File: src/rtl/core/uvpm_pkg.sv
`default_nettype none
package uvpm_pkg;

	localparam int COORD_W = 24;
	localparam int SQ_W    = 2 * COORD_W;
	localparam int ROOT_W  = COORD_W;
	localparam int CW      = COORD_W + 3;
	localparam int AW      = 34;
	localparam int ATW     = AW + 2;
	localparam int BW      = 34;
	localparam int TAB_LEN = 24;
	localparam int ADDR_W  = 3;
	localparam int DATA_W  = 32;
	localparam int TOL_W   = 8;

	localparam int DEF_FRAC_BITS     = 16;
	localparam int DEF_CORDIC_STAGES = 16;

	localparam logic REG_MAP_TYPE = 1'b0;
	localparam logic REG_FACE_TOL = 1'b1;

	typedef enum logic [1:0] {
		MAP_SPHERE = 2'd0,
		MAP_PLANE  = 2'd1,
		MAP_CYL    = 2'd2,
		MAP_BOX    = 2'd3
	} map_t;

	typedef struct packed {
		map_t                      map;
		logic signed [COORD_W-1:0] x;
		logic signed [COORD_W-1:0] y;
		logic signed [COORD_W-1:0] z;
		logic signed [COORD_W-1:0] pre_u;
		logic signed [COORD_W-1:0] pre_v;
	} side_t;

	localparam logic signed [ATW-1:0] SAT_HI = ATW'(2 ** (COORD_W - 1) - 1);
	localparam logic signed [ATW-1:0] SAT_LO = ATW'(-(2 ** (COORD_W - 1)));

	function automatic logic signed [COORD_W-1:0] sat_coord(input logic signed [ATW-1:0] v);
		logic signed [ATW-1:0] t;
		begin
			t = v;
			if (t > SAT_HI) begin
				t = SAT_HI;
			end
			if (t < SAT_LO) begin
				t = SAT_LO;
			end
			return t[COORD_W-1:0];
		end
	endfunction

	// atan(2^-i), 2^32 units per full turn
	function automatic logic signed [AW-1:0] atan_tab(input int i);
		logic signed [AW-1:0] a;
		begin
			case (i)
				0:  a = 34'sd536870912;
				1:  a = 34'sd316933406;
				2:  a = 34'sd167458907;
				3:  a = 34'sd85004756;
				4:  a = 34'sd42667331;
				5:  a = 34'sd21354465;
				6:  a = 34'sd10679838;
				7:  a = 34'sd5340245;
				8:  a = 34'sd2670163;
				9:  a = 34'sd1335087;
				10: a = 34'sd667544;
				11: a = 34'sd333772;
				12: a = 34'sd166886;
				13: a = 34'sd83443;
				14: a = 34'sd41722;
				15: a = 34'sd20861;
				16: a = 34'sd10430;
				17: a = 34'sd5215;
				18: a = 34'sd2608;
				19: a = 34'sd1304;
				20: a = 34'sd652;
				21: a = 34'sd326;
				22: a = 34'sd163;
				23: a = 34'sd81;
				default: a = '0;
			endcase
			return a;
		end
	endfunction

endpackage
`default_nettype wire

File: src/rtl/core/uvpm_isqrt.sv
`default_nettype none
module uvpm_isqrt (
	input  wire logic                    clk,
	input  wire logic                    arst_n,
	input  wire logic                    en,
	input  wire logic                    in_valid,
	input  wire logic [uvpm_pkg::SQ_W-1:0] n,
	input  wire uvpm_pkg::side_t         side_in,
	output logic                         out_valid,
	output logic [uvpm_pkg::ROOT_W-1:0]  root,
	output uvpm_pkg::side_t              side_out
);
	import uvpm_pkg::*;

	logic              valid_s [ROOT_W];
	logic [SQ_W-1:0]   rem_s   [ROOT_W];
	logic [ROOT_W-1:0] root_s  [ROOT_W];
	side_t             side_s  [ROOT_W];

	for (genvar k = 0; k < ROOT_W; k++) begin : g_stage
		localparam int B = ROOT_W - 1 - k;
		logic              v_in;
		logic [SQ_W-1:0]   r_in;
		logic [ROOT_W-1:0] q_in;
		side_t             sd_in;
		logic [SQ_W:0]     trial;
		logic              take;

		if (k == 0) begin : g_first
			assign v_in  = in_valid;
			assign r_in  = n;
			assign q_in  = '0;
			assign sd_in = side_in;
		end else begin : g_next
			assign v_in  = valid_s[k-1];
			assign r_in  = rem_s[k-1];
			assign q_in  = root_s[k-1];
			assign sd_in = side_s[k-1];
		end

		assign trial = ((SQ_W+1)'(q_in) << (B + 1)) + ((SQ_W+1)'(1) << (2 * B));
		assign take  = {1'b0, r_in} >= trial;

		always_ff @(posedge clk or negedge arst_n) begin
			if (!arst_n) begin
				valid_s[k] <= 1'b0;
			end else if (en) begin
				valid_s[k] <= v_in;
			end
		end

		always_ff @(posedge clk) begin
			if (en) begin
				rem_s[k]  <= take ? SQ_W'({1'b0, r_in} - trial) : r_in;
				root_s[k] <= take ? (q_in | (ROOT_W'(1) << B)) : q_in;
				side_s[k] <= sd_in;
			end
		end
	end

	assign out_valid = valid_s[ROOT_W-1];
	assign root      = root_s[ROOT_W-1];
	assign side_out  = side_s[ROOT_W-1];

	logic [SQ_W:0] rem_bound;
	assign rem_bound = (SQ_W+1)'(root_s[ROOT_W-1]) << 1;

	a_rem_bound: assert property (@(posedge clk) disable iff (!arst_n)
		valid_s[ROOT_W-1] |-> ({1'b0, rem_s[ROOT_W-1]} <= rem_bound))
		else $error("square root remainder exceeds twice the root");

endmodule
`default_nettype wire

File: config.mk
export PLATFORM = sky130hd
export DESIGN_NAME = uvpm_isqrt
export DESIGN_NICKNAME = d
export VERILOG_FILES = /design/src/rtl/core/uvpm_pkg.sv /design/src/rtl/core/uvpm_isqrt.sv
export SDC_FILE = /design/constraint.sdc
export NUM_CORES = 2
export LEC_CHECK = 0
export CORE_ASPECT_RATIO = 1.5
export CORE_MARGIN = 2
export CORE_UTILIZATION = 60
export DETAILED_ROUTE_END_ITERATION = 8
export DONT_BUFFER_PORTS = 1
export GPL_ROUTABILITY_DRIVEN = 1
export PLACE_DENSITY_LB_ADDON = 0.1
export SYNTH_ARGS = -nofsm -noshare
export SYNTH_HDL_FRONTEND = slang
export SYNTH_MEMORY_MAX_BITS = 65536
export SYNTH_SLANG_ARGS = --single-unit
File: constraint.sdc
create_clock -name clk -period 6.1 [get_ports clk]
set_input_delay 1.525 -clock clk [delete_from_list [all_inputs] [get_ports clk]]
set_output_delay 1.525 -clock clk [all_outputs]
set_load 0.01 [all_outputs]
# After elaboration in Yosys (flattened, before gate mapping)

Memory sizes are Yosys's and may differ from the RTL's.
Cells that the tools add are included.
W data, S select, Z words.

Mux-type cells: 50
Multiply operators: 0
Divide/modulo/power cells: 0
Magnitude comparators: 24
Bitwise logic cells: 0
Equal/unequal tests: 0
Shift operators: 0
Add/sub/neg operators: 47
Reduce and logical (&&, ||, !) cells: 0

Operator list:

| kind                     | number |
|---|---|
| $mux W48                 | 24 |
| $add A47 B45 Y48 const B | 1 |
| $ge A48 B26 Y1           | 1 |
| $ge A48 B27 Y1           | 1 |
| $ge A48 B28 Y1           | 1 |
| $ge A48 B29 Y1           | 1 |
| $ge A48 B30 Y1           | 1 |
| $ge A48 B31 Y1           | 1 |
| $ge A48 B32 Y1           | 1 |
| $ge A48 B33 Y1           | 1 |
| $ge A48 B34 Y1           | 1 |
| $ge A48 B35 Y1           | 1 |
| $ge A48 B36 Y1           | 1 |
| $ge A48 B37 Y1           | 1 |
| $ge A48 B38 Y1           | 1 |
| $ge A48 B39 Y1           | 1 |
| $ge A48 B40 Y1           | 1 |
| $ge A48 B41 Y1           | 1 |
| $ge A48 B42 Y1           | 1 |
| $ge A48 B43 Y1           | 1 |
| $ge A48 B44 Y1           | 1 |
| $ge A48 B45 Y1           | 1 |
| $ge A48 B46 Y1           | 1 |
| $ge A48 B47 Y1           | 1 |
| 72 further kinds         | 74 |

Register bits: 24
Memory bits (writable): 4656
Latch bits: 0
Bits of input ports: 174
Logic and storage cells: 148
Memory bits (read-only): 0
Output and inout port bits: 147
Memories: 3

Memory list:

| memory | words | bits a word | rd ports | clocked after Yosys merged registers in | wr ports | line             | text |
|---|---|---|---|---|---|---|---|
| side_s | 24    | 122         | 24       | 0                                       | 24       | uvpm_isqrt.sv:18 | `side_t side_s [ROOT_W];` |
| rem_s  | 24    | 48          | 23       | 0                                       | 24       | uvpm_isqrt.sv:16 | `logic [SQ_W-1:0] rem_s [ROOT_W];` |
| root_s | 24    | 24          | 24       | 0                                       | 24       | uvpm_isqrt.sv:17 | `logic [ROOT_W-1:0] root_s [ROOT_W];` |

# Logic depth before layout (Yosys ltp)

An unclocked memory read counts as a cell.

Depth in word-level cells: 4
Depth in mapped cells: 13
Mapped depth without buffers: 11

# Least setup slack after synthesis

No wires, ideal clock.

Kind: reg-to-reg
From: mem rem_s[1][260] in the netlist's numbering
To: mem rem_s[1][318] in the netlist's numbering (data pin)
Arrival time: 2.795 ns
Clock period less this slack: 3.055 ns
Data required time: 5.840 ns
Slack: 3.045 ns
Path buffers: 2
Stages on the path, launching flop included: 11
Setup time: 0.260 ns
Path through: edfxtp_1 -> ha_1 -> nor2b_1 -> o21ai_0 -> a21boi_0 -> o31a_1 -> o311a_1 -> or4_1 -> buf_2 -> buf_6 -> mux2_4

RTL lines:

| item               | line |
|---|---|
| start: declaration | uvpm_isqrt.sv:16 |

==> impl_metrics.ini <==
[logic_synthesis]
yosysTopAreaCellShare = 0.834
synth_edf_count = 4332
synth_ff_type = edfxtp_1
yosysUniqueCellTypes = 88
netlist_instances = 8313
netlist_area_um2 = 156000
yosysSeqAreaShare = 0.838
synth_top_area_cell = edfxtp_1
synth_top_cells_by_area = edfxtp_1, ha_1, xnor2_1
ys_ff_latch = 4356
syn_nets = 8809
synth_warnings = 0
avgSynthCellArea_um2 = 18.8
async_flop_share = 0.00551

[timing]
fin_crit_ns = 5.60
maxSlewViolCount = 0
clock-skew-final_ns = 0.0687
tightest_slew_ns = 1.35
period_share = 0.919
rsz0062_at_grt = no
fmax_mhz = 178
setup_viol = 0
slew_headroom = 0.0978
hold_viol_final = 0

[drt]
met1_length_um = 83200
drt_iter0_drc = 4787
drt_wl_total_um = 243000
met3_length_um = 8250
vias = 67936
top_layer = met5
wire_per_inst_um = 19.6
dr_wl_met2_um = 138000
dr.pass1.iters = 7
ant_nets = 0
routed_via_density = 5.47
drc_errors = 0

[setup_path]
critical-path-top-delay-family = buffers and inverters
arrival_ns = 6.09
path_cells = buf_16, buf_16, buf_16, buf_16, buf_16, buf_16, buf_16
cpPeakStageDelay_ns = 0.68
slowest_stage = buf_16
crit_fanout = 257
worstSetupPathType = primary input to register
cp-start-kind = primary input
crit_top_cell = buf_16
cp.required_ns = 6.58
cp-end-kind = register
critPathBufInv = 7

[floorplan]
num_rows = 229
pin_count = 321
die-area_um2 = 264000
die_h_um = 629
coreArea_um2 = 259000
start_util = 0.602
die_w_um = 420

[placement]
hpwl_um = 156000
io_buffers = 0
dpl.cell_count = 11721
gp_congestion = 0.985

[clock_tree]
cts_setup_buffers = 0
cts_max_level = 5
clkSinkCount = 4356
cts_tree = done
clk_latency_ns = 0.91
cts_root_buf = clkbuf_16
cts-buffers-inserted = 382
clkTransAtPathRegs_ns = 0.07
cts_max_path_buffers = 4

[pwr]
power_density_nw_per_um2 = 383
ir_drop_v = 0.000299
internal-power_mw = 51.8
pwr-share-clk = 0.360
switching_share = 0.221
p_leak_nw = 60.6
p_seq_frac = 0.558
p_switching_mw = 14.7
comb_power_share = 0.082

[global_routing]
globalRoute.totalOverflow = 0
grt_max_degree = 258
grtUsageTotal = 0.182
grt_pass1_wl_um = 371000
antenna_found_initial = 20
first_global_vias = 68431

[run]
drv_cap = 0

[cells_and_area]
layout_commonest_cell = edfxtp_1
fin_util = 0.670
final_cell_mix = edfxtp_1, inv_1, clkbuf_16
nFillCells = 16846
nets = 9145
drive_above_1_share = 0.0795
synthToLayoutAreaGrowth_pct = 11.2
final_cells = 12415

[worst_hold_path]
min_path_type = primary input to async pin

[run_status]
status = finished clean
[flip-flops by register name, indices dropped and copies added (netlist names)]
name	flops
side_s	2928
rem_s	1104
root_s	300
g_stage.v_in	23
out_valid	1
[cells by family after synthesis]
kind of cell             Yosys count  synth area share
AO/OA/AOI/OAI                   1005            0.0401
XOR/XNOR                         474            0.0266
adder cells (fa/ha/maj)          322            0.0258
buffers and inverters            502            0.0124
flip-flops                      4356             0.838
multiplexers                      70           0.00500
AND/OR/NAND/NOR                 1584            0.0524
[per-stage QoR]
stage                     setup slack [ns]  area [um^2]  setup TNS (ns)  power (mW)  hold slack (ns)
after global placement               -2.92       161000        -2234.48        43.0            0.400
after floorplan                       3.04       156000               0        40.9            0.400
after detailed placement             -3.09       161000        -2479.40        43.2            0.405
after CTS                           0.0758       173000               0        67.2            0.224
after global routing                 0.147       173000               0        69.2            0.247
final                                0.496       173000               0        66.5            0.317
[cell usage after synthesis, drive strengths merged, types with 9 or more instances]
cell type  number
buf            34
o21ai         279
inv           402
a2111oi        12
or4            38
nand4          96
nor4          181
o31ai          32
dfrtp          24
nand3b         18
a211o           9
a211oi         38
nor2          344
a21o          103
and4b           9
or3            48
xnor2         246
and2           18
nor3          144
or2            20
nor4b          38
and3           22
mux2           60
nand2b         67
edfxtp       4332
clkbuf         65
nand4b         19
nor3b          11
nand2         361
a31oi          19
mux2i          10
and4           10
xor2          228
o211ai         30
nor2b          33
o21a           57
o21bai         20
ha            322
a21oi         303
o22ai          10
nand3         100
a21boi         10
[worst register-to-register path, stage by stage, from the launching register on]
cell,delay [ns]
edfxtp_1,0.40
ha_1,0.40
a21oi_1,0.30
a211oi_1,0.19
nor4b_1,0.72
a2111oi_0,0.41
or2_2,0.41
a22oi_1,0.68
nand4_1,0.24
xnor2_1,0.18
[per-layer routing]
| metal | global-route usage | up-vias |
|---|---|---|
| met4 | 0.0965 | 8 |
| met5 | 0 | - |
| met3 | 0.0294 | 609 |
| met2 | 0.353 | 1231 |
| met1 | 0.182 | 33245 |
| li1 | - | 32843 |
[power groups by stage]
stage                     Clock, mW  Combinational, mW  Sequential [mW]
after global routing           25.7               6.03             37.4
after floorplan                   0               3.67             37.2
after global placement            0               5.29             37.7
final                          23.9               5.45             37.1
after CTS                      24.6               5.45             37.2
after detailed placement          0               5.39             37.8
[worst paths after layout]
kind                               startpoint                to  slack (ns)  depth (start not counted)
worst min-delay path                   arst_n  g_stage[13].v_in        0.32                          0
worst max-delay path                       en    side_s[2][726]        0.50                          7
worst min register to register  side_s[2][40]    side_s[2][162]        0.35                          0
worst max register to register  rem_s[2][153]     rem_s[2][233]        1.91                          9
min in group clk                side_s[2][40]    side_s[2][162]        0.35                          0
max in group asynchronous              arst_n   g_stage[5].v_in        5.71                          0
[layout make-up]
| type | count | area (um^2) | share of cell area |
|---|---|---|---|
| flip-flops and latches | 4356 | 131000 | 0.753 |
| multi-input cells | 3455 | 23400 | 0.135 |
| clock buffers | 455 | 10000 | 0.0577 |
| well taps | 3465 | 4340 | 0.0250 |
| clock inverters | 224 | 2520 | 0.0145 |
| inverters | 403 | 1510 | 0.00873 |
| repair buffers | 51 | 976 | 0.00563 |
| diodes | 6 | 15.0 | 0.0000865 |
[repair_timing]
item | in CTS | in global routing
hold buffers | 0 | 0
gates cloned | 8 | 1
endpoints found under the hold margin | 0 | 0
endpoints found under the setup margin | 871 | 428
gates resized for setup | 0 | 1
No activity file was read; power rests on OpenSTA's default activity.
