==> config.mk <==
export PLATFORM = sky130hd
export DESIGN_NAME = uvpm_front
export DESIGN_NICKNAME = d
export VERILOG_FILES = /design/src/rtl/core/uvpm_pkg.sv /design/src/rtl/core/uvpm_front.sv
export SDC_FILE = /design/constraint.sdc
export NUM_CORES = 2
export LEC_CHECK = 0
export BUFFER_PORTS_ARGS = -buffer_cell sky130_fd_sc_hd__buf_2
export CORE_MARGIN = 1.5
export CORE_UTILIZATION = 56
export CTS_BUF_LIST = sky130_fd_sc_hd__clkbuf_8
export DETAILED_ROUTE_END_ITERATION = 12
export PLACE_DENSITY = 0.76
export SLEW_MARGIN = 20
export SYNTH_ARGS = -nofsm -noshare
export SYNTH_HDL_FRONTEND = slang
export SYNTH_SLANG_ARGS = --single-unit
==> constraint.sdc <==
create_clock -name clk -period 4.96 [get_ports clk]
set_clock_uncertainty 0.15 [all_clocks]
set_input_delay 0.992 -clock clk [delete_from_list [all_inputs] [get_ports clk]]
set_output_delay 0.992 -clock clk [all_outputs]
set_load 0.1 [all_outputs]
==> src/rtl/core/uvpm_pkg.sv <==
`default_nettype none
package uvpm_pkg;

	localparam int COORD_W = 24;
	localparam int SQ_W    = 2 * COORD_W;
	localparam int ROOT_W  = COORD_W;
	localparam int CW      = COORD_W + 3;
	localparam int AW      = 34;
	localparam int ATW     = AW + 2;
	localparam int BW      = 34;
	localparam int TAB_LEN = 24;
	localparam int ADDR_W  = 3;
	localparam int DATA_W  = 32;
	localparam int TOL_W   = 8;

	localparam int DEF_FRAC_BITS     = 16;
	localparam int DEF_CORDIC_STAGES = 16;

	localparam logic REG_MAP_TYPE = 1'b0;
	localparam logic REG_FACE_TOL = 1'b1;

	typedef enum logic [1:0] {
		MAP_SPHERE = 2'd0,
		MAP_PLANE  = 2'd1,
		MAP_CYL    = 2'd2,
		MAP_BOX    = 2'd3
	} map_t;

	typedef struct packed {
		map_t                      map;
		logic signed [COORD_W-1:0] x;
		logic signed [COORD_W-1:0] y;
		logic signed [COORD_W-1:0] z;
		logic signed [COORD_W-1:0] pre_u;
		logic signed [COORD_W-1:0] pre_v;
	} side_t;

	localparam logic signed [ATW-1:0] SAT_HI = ATW'(2 ** (COORD_W - 1) - 1);
	localparam logic signed [ATW-1:0] SAT_LO = ATW'(-(2 ** (COORD_W - 1)));

	function automatic logic signed [COORD_W-1:0] sat_coord(input logic signed [ATW-1:0] v);
		logic signed [ATW-1:0] t;
		begin
			t = v;
			if (t > SAT_HI) begin
				t = SAT_HI;
			end
			if (t < SAT_LO) begin
				t = SAT_LO;
			end
			return t[COORD_W-1:0];
		end
	endfunction

	// atan(2^-i), 2^32 units per full turn
	function automatic logic signed [AW-1:0] atan_tab(input int i);
		logic signed [AW-1:0] a;
		begin
			case (i)
				0:  a = 34'sd536870912;
				1:  a = 34'sd316933406;
				2:  a = 34'sd167458907;
				3:  a = 34'sd85004756;
				4:  a = 34'sd42667331;
				5:  a = 34'sd21354465;
				6:  a = 34'sd10679838;
				7:  a = 34'sd5340245;
				8:  a = 34'sd2670163;
				9:  a = 34'sd1335087;
				10: a = 34'sd667544;
				11: a = 34'sd333772;
				12: a = 34'sd166886;
				13: a = 34'sd83443;
				14: a = 34'sd41722;
				15: a = 34'sd20861;
				16: a = 34'sd10430;
				17: a = 34'sd5215;
				18: a = 34'sd2608;
				19: a = 34'sd1304;
				20: a = 34'sd652;
				21: a = 34'sd326;
				22: a = 34'sd163;
				23: a = 34'sd81;
				default: a = '0;
			endcase
			return a;
		end
	endfunction

endpackage
`default_nettype wire

==> src/rtl/core/uvpm_front.sv <==
`default_nettype none
module uvpm_front #(
	parameter int FRAC_BITS = uvpm_pkg::DEF_FRAC_BITS
) (
	input  wire logic                               clk,
	input  wire logic                               arst_n,
	input  wire logic                               en,
	input  wire logic                               in_valid,
	input  wire logic signed [uvpm_pkg::COORD_W-1:0] x,
	input  wire logic signed [uvpm_pkg::COORD_W-1:0] y,
	input  wire logic signed [uvpm_pkg::COORD_W-1:0] z,
	input  wire uvpm_pkg::map_t                     map,
	input  wire logic [uvpm_pkg::TOL_W-1:0]          tol,
	output logic                                    out_valid,
	output logic [uvpm_pkg::SQ_W-1:0]               r2,
	output uvpm_pkg::side_t                         side
);
	import uvpm_pkg::*;

	localparam logic signed [BW-1:0] ONE  = BW'(1) <<< FRAC_BITS;
	localparam logic signed [BW-1:0] ONE2 = BW'(2) * ONE;
	localparam logic signed [BW-1:0] ONE3 = BW'(3) * ONE;

	function automatic logic near(input logic signed [COORD_W-1:0] c,
		input logic signed [BW-1:0] target, input logic [TOL_W-1:0] t);
		logic signed [BW-1:0] d;
		logic signed [BW-1:0] a;
		begin
			d = BW'(c) - target;
			a = d[BW-1] ? -d : d;
			return a <= $signed({{(BW-TOL_W){1'b0}}, t});
		end
	endfunction

	logic                      valid_s1;
	logic signed [COORD_W-1:0] x_s1, y_s1, z_s1;
	map_t                      map_s1;
	logic [SQ_W-1:0]           sqx_s1, sqy_s1;
	logic [5:0]                near_s1;
	logic signed [SQ_W-1:0]    px, py;
	logic [5:0]                near_c;

	assign px = x * x;
	assign py = y * y;

	always_comb begin
		near_c[0] = near(x, -ONE, tol);
		near_c[1] = near(x, ONE, tol);
		near_c[2] = near(y, -ONE, tol);
		near_c[3] = near(y, ONE, tol);
		near_c[4] = near(z, -ONE, tol);
		near_c[5] = near(z, ONE, tol);
	end

	always_ff @(posedge clk or negedge arst_n) begin
		if (!arst_n) begin
			valid_s1 <= 1'b0;
		end else if (en) begin
			valid_s1 <= in_valid;
		end
	end

	always_ff @(posedge clk) begin
		if (en) begin
			x_s1    <= x;
			y_s1    <= y;
			z_s1    <= z;
			map_s1  <= map;
			sqx_s1  <= unsigned'(px);
			sqy_s1  <= unsigned'(py);
			near_s1 <= near_c;
		end
	end

	logic signed [BW-1:0] xe, ye, ze, nu, nv, bu, bv;
	side_t                side_c;

	always_comb begin
		xe = BW'(x_s1);
		ye = BW'(y_s1);
		ze = BW'(z_s1);
		nu = '0;
		nv = '0;
		if (near_s1[0]) begin
			nu = -ye - ONE3;
			nv = -ze;
		end else if (near_s1[1]) begin
			nu = ye + ONE;
			nv = -ze;
		end else if (near_s1[2]) begin
			nu = xe - ONE;
			nv = -ze - ONE2;
		end else if (near_s1[3]) begin
			nu = -xe - ONE;
			nv = -ze + ONE2;
		end else if (near_s1[4]) begin
			nu = xe + ONE3;
			nv = ye;
		end else if (near_s1[5]) begin
			nu = xe - ONE;
			nv = ye;
		end
		bu = (nu + BW'(2)) >>> 2;
		bv = (nv + BW'(2)) >>> 2;

		side_c.map   = map_s1;
		side_c.x     = x_s1;
		side_c.y     = y_s1;
		side_c.z     = z_s1;
		side_c.pre_u = '0;
		side_c.pre_v = '0;
		unique case (map_s1)
			MAP_PLANE: begin
				side_c.pre_u = x_s1;
				side_c.pre_v = y_s1;
			end
			MAP_CYL: begin
				side_c.pre_v = sat_coord(-ATW'(z_s1));
			end
			MAP_BOX: begin
				side_c.pre_u = sat_coord(ATW'(bu));
				side_c.pre_v = sat_coord(ATW'(bv));
			end
			default: begin
			end
		endcase
	end

	always_ff @(posedge clk or negedge arst_n) begin
		if (!arst_n) begin
			out_valid <= 1'b0;
		end else if (en) begin
			out_valid <= valid_s1;
		end
	end

	always_ff @(posedge clk) begin
		if (en) begin
			r2   <= sqx_s1 + sqy_s1;
			side <= side_c;
		end
	end

endmodule
`default_nettype wire

======== Word-level counts from Yosys, hierarchy flattened ========
Index checks and enable logic that the tools add are counted.
storage, ports and cells
  bits of input ports ..................... 86
  logic and storage cells ................. 88
  register bits after elaboration ......... 348
  output and inout port bits .............. 171
cells by class
  multiply operators ...................... 2
  multiplexer cells ....................... 29
  order comparisons ....................... 12
  $add $sub $neg .......................... 26
  equal/unequal tests ..................... 3
operators with widths
  kind                                                             count
  two-way mux 34 bit                                               18
  two-way mux 36 bit                                               6
  <= comparator 34 x 9 -> 1 bit                                    6
  negator 25 -> 34 bit                                             6
  less-than comparator 36 x 24 -> 1 bit, second input constant     3
  negator 24 -> 34 bit                                             3
  subtractor 24 x 18 -> 25 bit, second input constant              4
  multiplier 24 x 24 -> 48 bit                                     2
  subtractor 24 x 17 -> 25 bit, second input constant              3
  two-way mux 24 bit                                               3
  one-hot mux 24 bit (3 select lines)                              1
  adder 34 x 3 -> 34 bit, second input constant                    2
  subtractor 34 x 19 -> 34 bit, second input constant              2
  greater-than comparator 32 x 24 -> 1 bit, second input constant  2
  adder 48 bit                                                     1
  one-hot mux 24 bit (2 select lines)                              1
  greater-than comparator 36 x 24 -> 1 bit, second input constant  1
  negator 24 -> 36 bit                                             1
  adder 34 x 19 -> 34 bit, second input constant                   1
  subtractor 34 x 18 -> 34 bit, second input constant              1
  adder 24 x 18 -> 25 bit, second input constant                   1
  adder 24 x 19 -> 25 bit, second input constant                   1
  == test 2 bit, second input constant                             2
  == test 2 x 1 -> 1 bit, second input constant                    1

======== Logic depth before layout (Yosys ltp) ========
  depth after elaboration ................. 14
  mapped depth ............................ 29
  gate-level depth less buffers ........... 27

======== Least setup slack after synthesis ========
No wires, ideal clock.
  path type ............................... input to register
  start ................................... in x[0] (netlist name)
  end ..................................... reg sqx_s1[47] (data pin)
  required time ........................... 4539 ps
  data arrival time ....................... 7911 ps
  cell stages on the path ................. 20
  slack ................................... -3372 ps
  setup time .............................. 271 ps
  path buffers ............................ 1
  cell sequence ........................... clkinv_1 > clkbuf_1 > nor2_1 > fa_1 > fa_1 > fa_1 > inv_1 > fa_1 > inv_1 > fa_1 > fa_1 > fa_1 > ha_1 > and3_1 > nor4b_1 > a21oi_1 > a21oi_1 > and4_1 > a2111oi_0 > xnor2_1
between the ends
  longest elaborated chain between the ends .. 1
RTL lines
  what                          line              text
  start: declaration            uvpm_front.sv:9   input wire logic signed [uvpm_pkg::COORD_W-1:0] x,
  multiplier 24 x 24 -> 48 bit  uvpm_front.sv:43  assign px = x * x;
  via px[47]                    uvpm_front.sv:40  logic signed [SQ_W-1:0] px, py;
  end signal: assignment        uvpm_front.sv:69  sqx_s1 <= unsigned'(px);
  end: declaration              uvpm_front.sv:38  logic [SQ_W-1:0] sqx_s1, sqy_s1;
The timed path passes the listed nets, and every way through them passes these cells.
A chain may end at the register's enable or synchronous reset.

======== Worst setup path after layout ========
  start ................................... in x[20] (netlist name)
  end ..................................... reg sqx_s1[46] (data pin)
The elaborated chain is that of the path after synthesis.

==> impl_metrics.py <==
metrics = {
    "timing": {
        "final.setup.worst_slack_ns": -2.441,
        "relSlewSlack_pct": 5.328,
        "min_period_over_period_pct": 149.2,
        "setup_violations": 87,
        "rsz0062_at_grt": "yes",
        "fmaxAchievable_mhz": 135.1,
        "tightestPinTransition_ns": 1.416,
        "finalSetupTns_ns": -129.70,
        "maxSlewViolCount": 0,
        "hold_violations": 0,
        "fin_crit_ns": 7.401,
    },
    "routing": {
        "wirelength_mm": 181.4,
        "vias_per_cell": 5.731,
        "first_pass_iters": 6,
        "ant_nets": 0,
        "routed-via-count": 48658,
        "drc": 0,
        "drt-initial-drc-count": 4184,
        "wire_per_inst_um": 21.37,
    },
    "critical_path": {
        "worst_ep_required_time_ns": 5.23,
        "max_stage_delay_ns": 0.57,
        "crit_family": "adder cells",
        "cp_common_cell": "fa_1",
        "crit_fanout": 4,
        "cp-start-kind": "input port",
        "crit_type": "input port to flip-flop",
        "critPathArrivalTime_ns": 7.67,
        "cp_num_buf_inv": 5,
        "cp-end-kind": "flip-flop",
        "slowest_stage": "fa_1",
    },
    "synth": {
        "synth_most_common_cell": "inv_1",
        "yosys-top-cells-count": "inv_1 (1252), fa_1 (1114), nand2_1 (479)",
        "ys_top_cells_by_area": "fa_1 (38%), edfxtp_1 (17%), ha_1 (8.8%)",
        "syn_nets": 7622,
        "synth-seq-cells": 344,
        "yosys.area.top_type_share_pct": 37.68,
        "synth_flop_cell": "edfxtp_1",
        "synth_area_leader_cell": "fa_1",
        "synth_edf_count": 342,
        "yosys_warnings": 0,
        "ys_types": 96,
        "syn_inst": 6008,
        "syn_area_um2": 59180,
        "seq_area_frac_synth_pct": 17.44,
        "synthArstFlopShare_pct": 0.5814,
        "syn_area_per_cell_um2": 9.850,
    },
    "clock_network": {
        "clk_pin_slew_ns": 0.08,
        "cts_buffer_depth": 3,
        "cts_inserted_buffers": 57,
        "cts_sinks": 344,
        "cts-root-buf": "clkbuf_8",
        "clk_latency_ns": 0.74,
        "h-tree-depth": 2,
        "cts_tree": "done",
    },
    "floorplanning": {
        "num_io_pins": 257,
        "die_h_um": 328.1,
        "die_width_um": 328.1,
        "start_util_pct": 56.38,
        "rows": 119,
        "core_um2": 105000,
        "dieArea_um2": 107600,
    },
    "layout": {
        "regArea_um2": 10320,
        "nNetsFinal": 8664,
        "syn_to_final_growth_pct": 25.13,
        "multiInputGateArea_um2": 46070,
        "nFillCells": 7256,
        "layout-drive-gt1-share_pct": 26.41,
    },
    "global_routing": {
        "grt_pass1_vias": 51152,
        "grt_usage_pct": 33.36,
        "grt_pass1_wl_mm": 276.2,
        "grt_max_degree": 85,
        "antenna_found_initial": 15,
        "overflow": 0,
    },
    "min_path": {
        "worstHoldPathType": "input port to flip-flop",
    },
    "placed_design": {
        "port_buffers": 256,
        "gp_congestion": 0.9888,
        "hpwl_mm": 145.4,
    },
    "run": {
        "cap_viol_max_count": 0,
    },
    "run_status": {
        "status": "finished with violations",
        "violations": "setup timing",
    },
}
[metrics by stage]
| step | cell area [um^2] | setup WS (ns) | instances | hold WS (ns) | util [%] |
|---|---|---|---|---|---|
| after floorplan | 61070 | -2.577 | 6008 | 0.2706 | - |
| final | 74050 | -2.441 | 8490 | 0.2804 | 70.54 |
| after CTS | 71780 | -2.328 | 8417 | 0.2514 | 68.38 |
| after detailed placement | 68980 | -3.228 | 8258 | 0.3501 | 65.71 |
| after global placement | 68980 | -3.073 | 8258 | 0.3354 | 65.71 |
| after global routing | 74040 | -2.577 | 8488 | 0.2604 | 70.54 |
[kinds of logic (layout without fill, tap and decap cells)]
logic type                 Yosys count  in the layout  share of synthesized area (%)
and+or+nand+nor                   1533           1533                          12.70
adders and majority gates         1529           1529                          46.45
buffers and inverters             1489           2577                          9.501
AOI/OAI and AO/OA                  753            753                          8.503
DFF                                344            344                          17.44
xor gates and xnor gates           334            334                          4.943
muxes                               26             26                         0.4588
other                                0              3                              0
[cell type report]
cell class	instances	share of cell area, %
diodes	3	0.01014
clock buffers	57	1.059
clock inverters	48	0.5390
inverters	1267	6.531
multi-input cells	4175	62.21
flip-flops and latches	344	13.94
well taps	1391	2.350
repair buffers	1205	13.36
[registers in the layout (all words and copies together) (netlist names)]
signal and flops:
y_s1 24, r2 48, sqx_s1 46, x_s1 24
side 122, out_valid 1, sqy_s1 46, valid_s1 1
z_s1 24, map_s1 2, near_s1 6
[per-layer routing]
layer	track usage (%)	up-vias	wire length, um
li1	-	21223	-
met4	14.90	8	9667
met1	42.76	24387	67270
met5	0	-	54
met2	55.83	2431	88130
met3	5.489	609	16320
[final timing paths]
path | depth (start not counted) | from | slack [ns] | to
hold reg to reg | 1 | valid_s1 | 0.36 | valid_s1
setup / recovery | 25 | x[20] | -2.44 | sqx_s1[46]
hold / removal | 1 | map[0] | 0.28 | map_s1[0]
setup reg to reg | 20 | z_s1[0] | -0.13 | side[14]
max in group asynchronous | 2 | arst_n | 4.11 | valid_s1
min in group asynchronous | 2 | arst_n | 0.46 | out_valid
[cells in the final DEF, fill, tap and decap left out, drive strengths merged, types with 39 or more instances in the layout]
| master | Yosys | routed |
|---|---|---|
| nand2 | 479 | 479 |
| nor2 | 375 | 375 |
| a31oi | 39 | 39 |
| inv | 1257 | 1272 |
| clkbuf | 181 | 64 |
| nand2b | 62 | 62 |
| nor3 | 96 | 96 |
| and3 | 43 | 43 |
| o21ai | 128 | 128 |
| fa | 1114 | 1114 |
| nor2b | 42 | 42 |
| edfxtp | 342 | 342 |
| ha | 414 | 414 |
| buf | 41 | 1197 |
| nand3 | 68 | 68 |
| and2 | 194 | 194 |
| a21o | 82 | 82 |
| xor2 | 105 | 105 |
| a21oi | 198 | 198 |
| xnor2 | 229 | 229 |
[repair_timing]
| action | in CTS | in global routing |
|---|---|---|
| endpoints found under the setup margin | 87 | 125 |
| hold endpoints to repair | 2 | 0 |
| gates resized for setup | 306 | 392 |
| hold buffers | 1 | 0 |
| pin swaps | 163 | 233 |
| setup buffers | 52 | 84 |
| cloned | 3 | 8 |
Power is not shown: default switching activity piles up to over one toggle a cycle in this logic, so the estimate is an artifact.
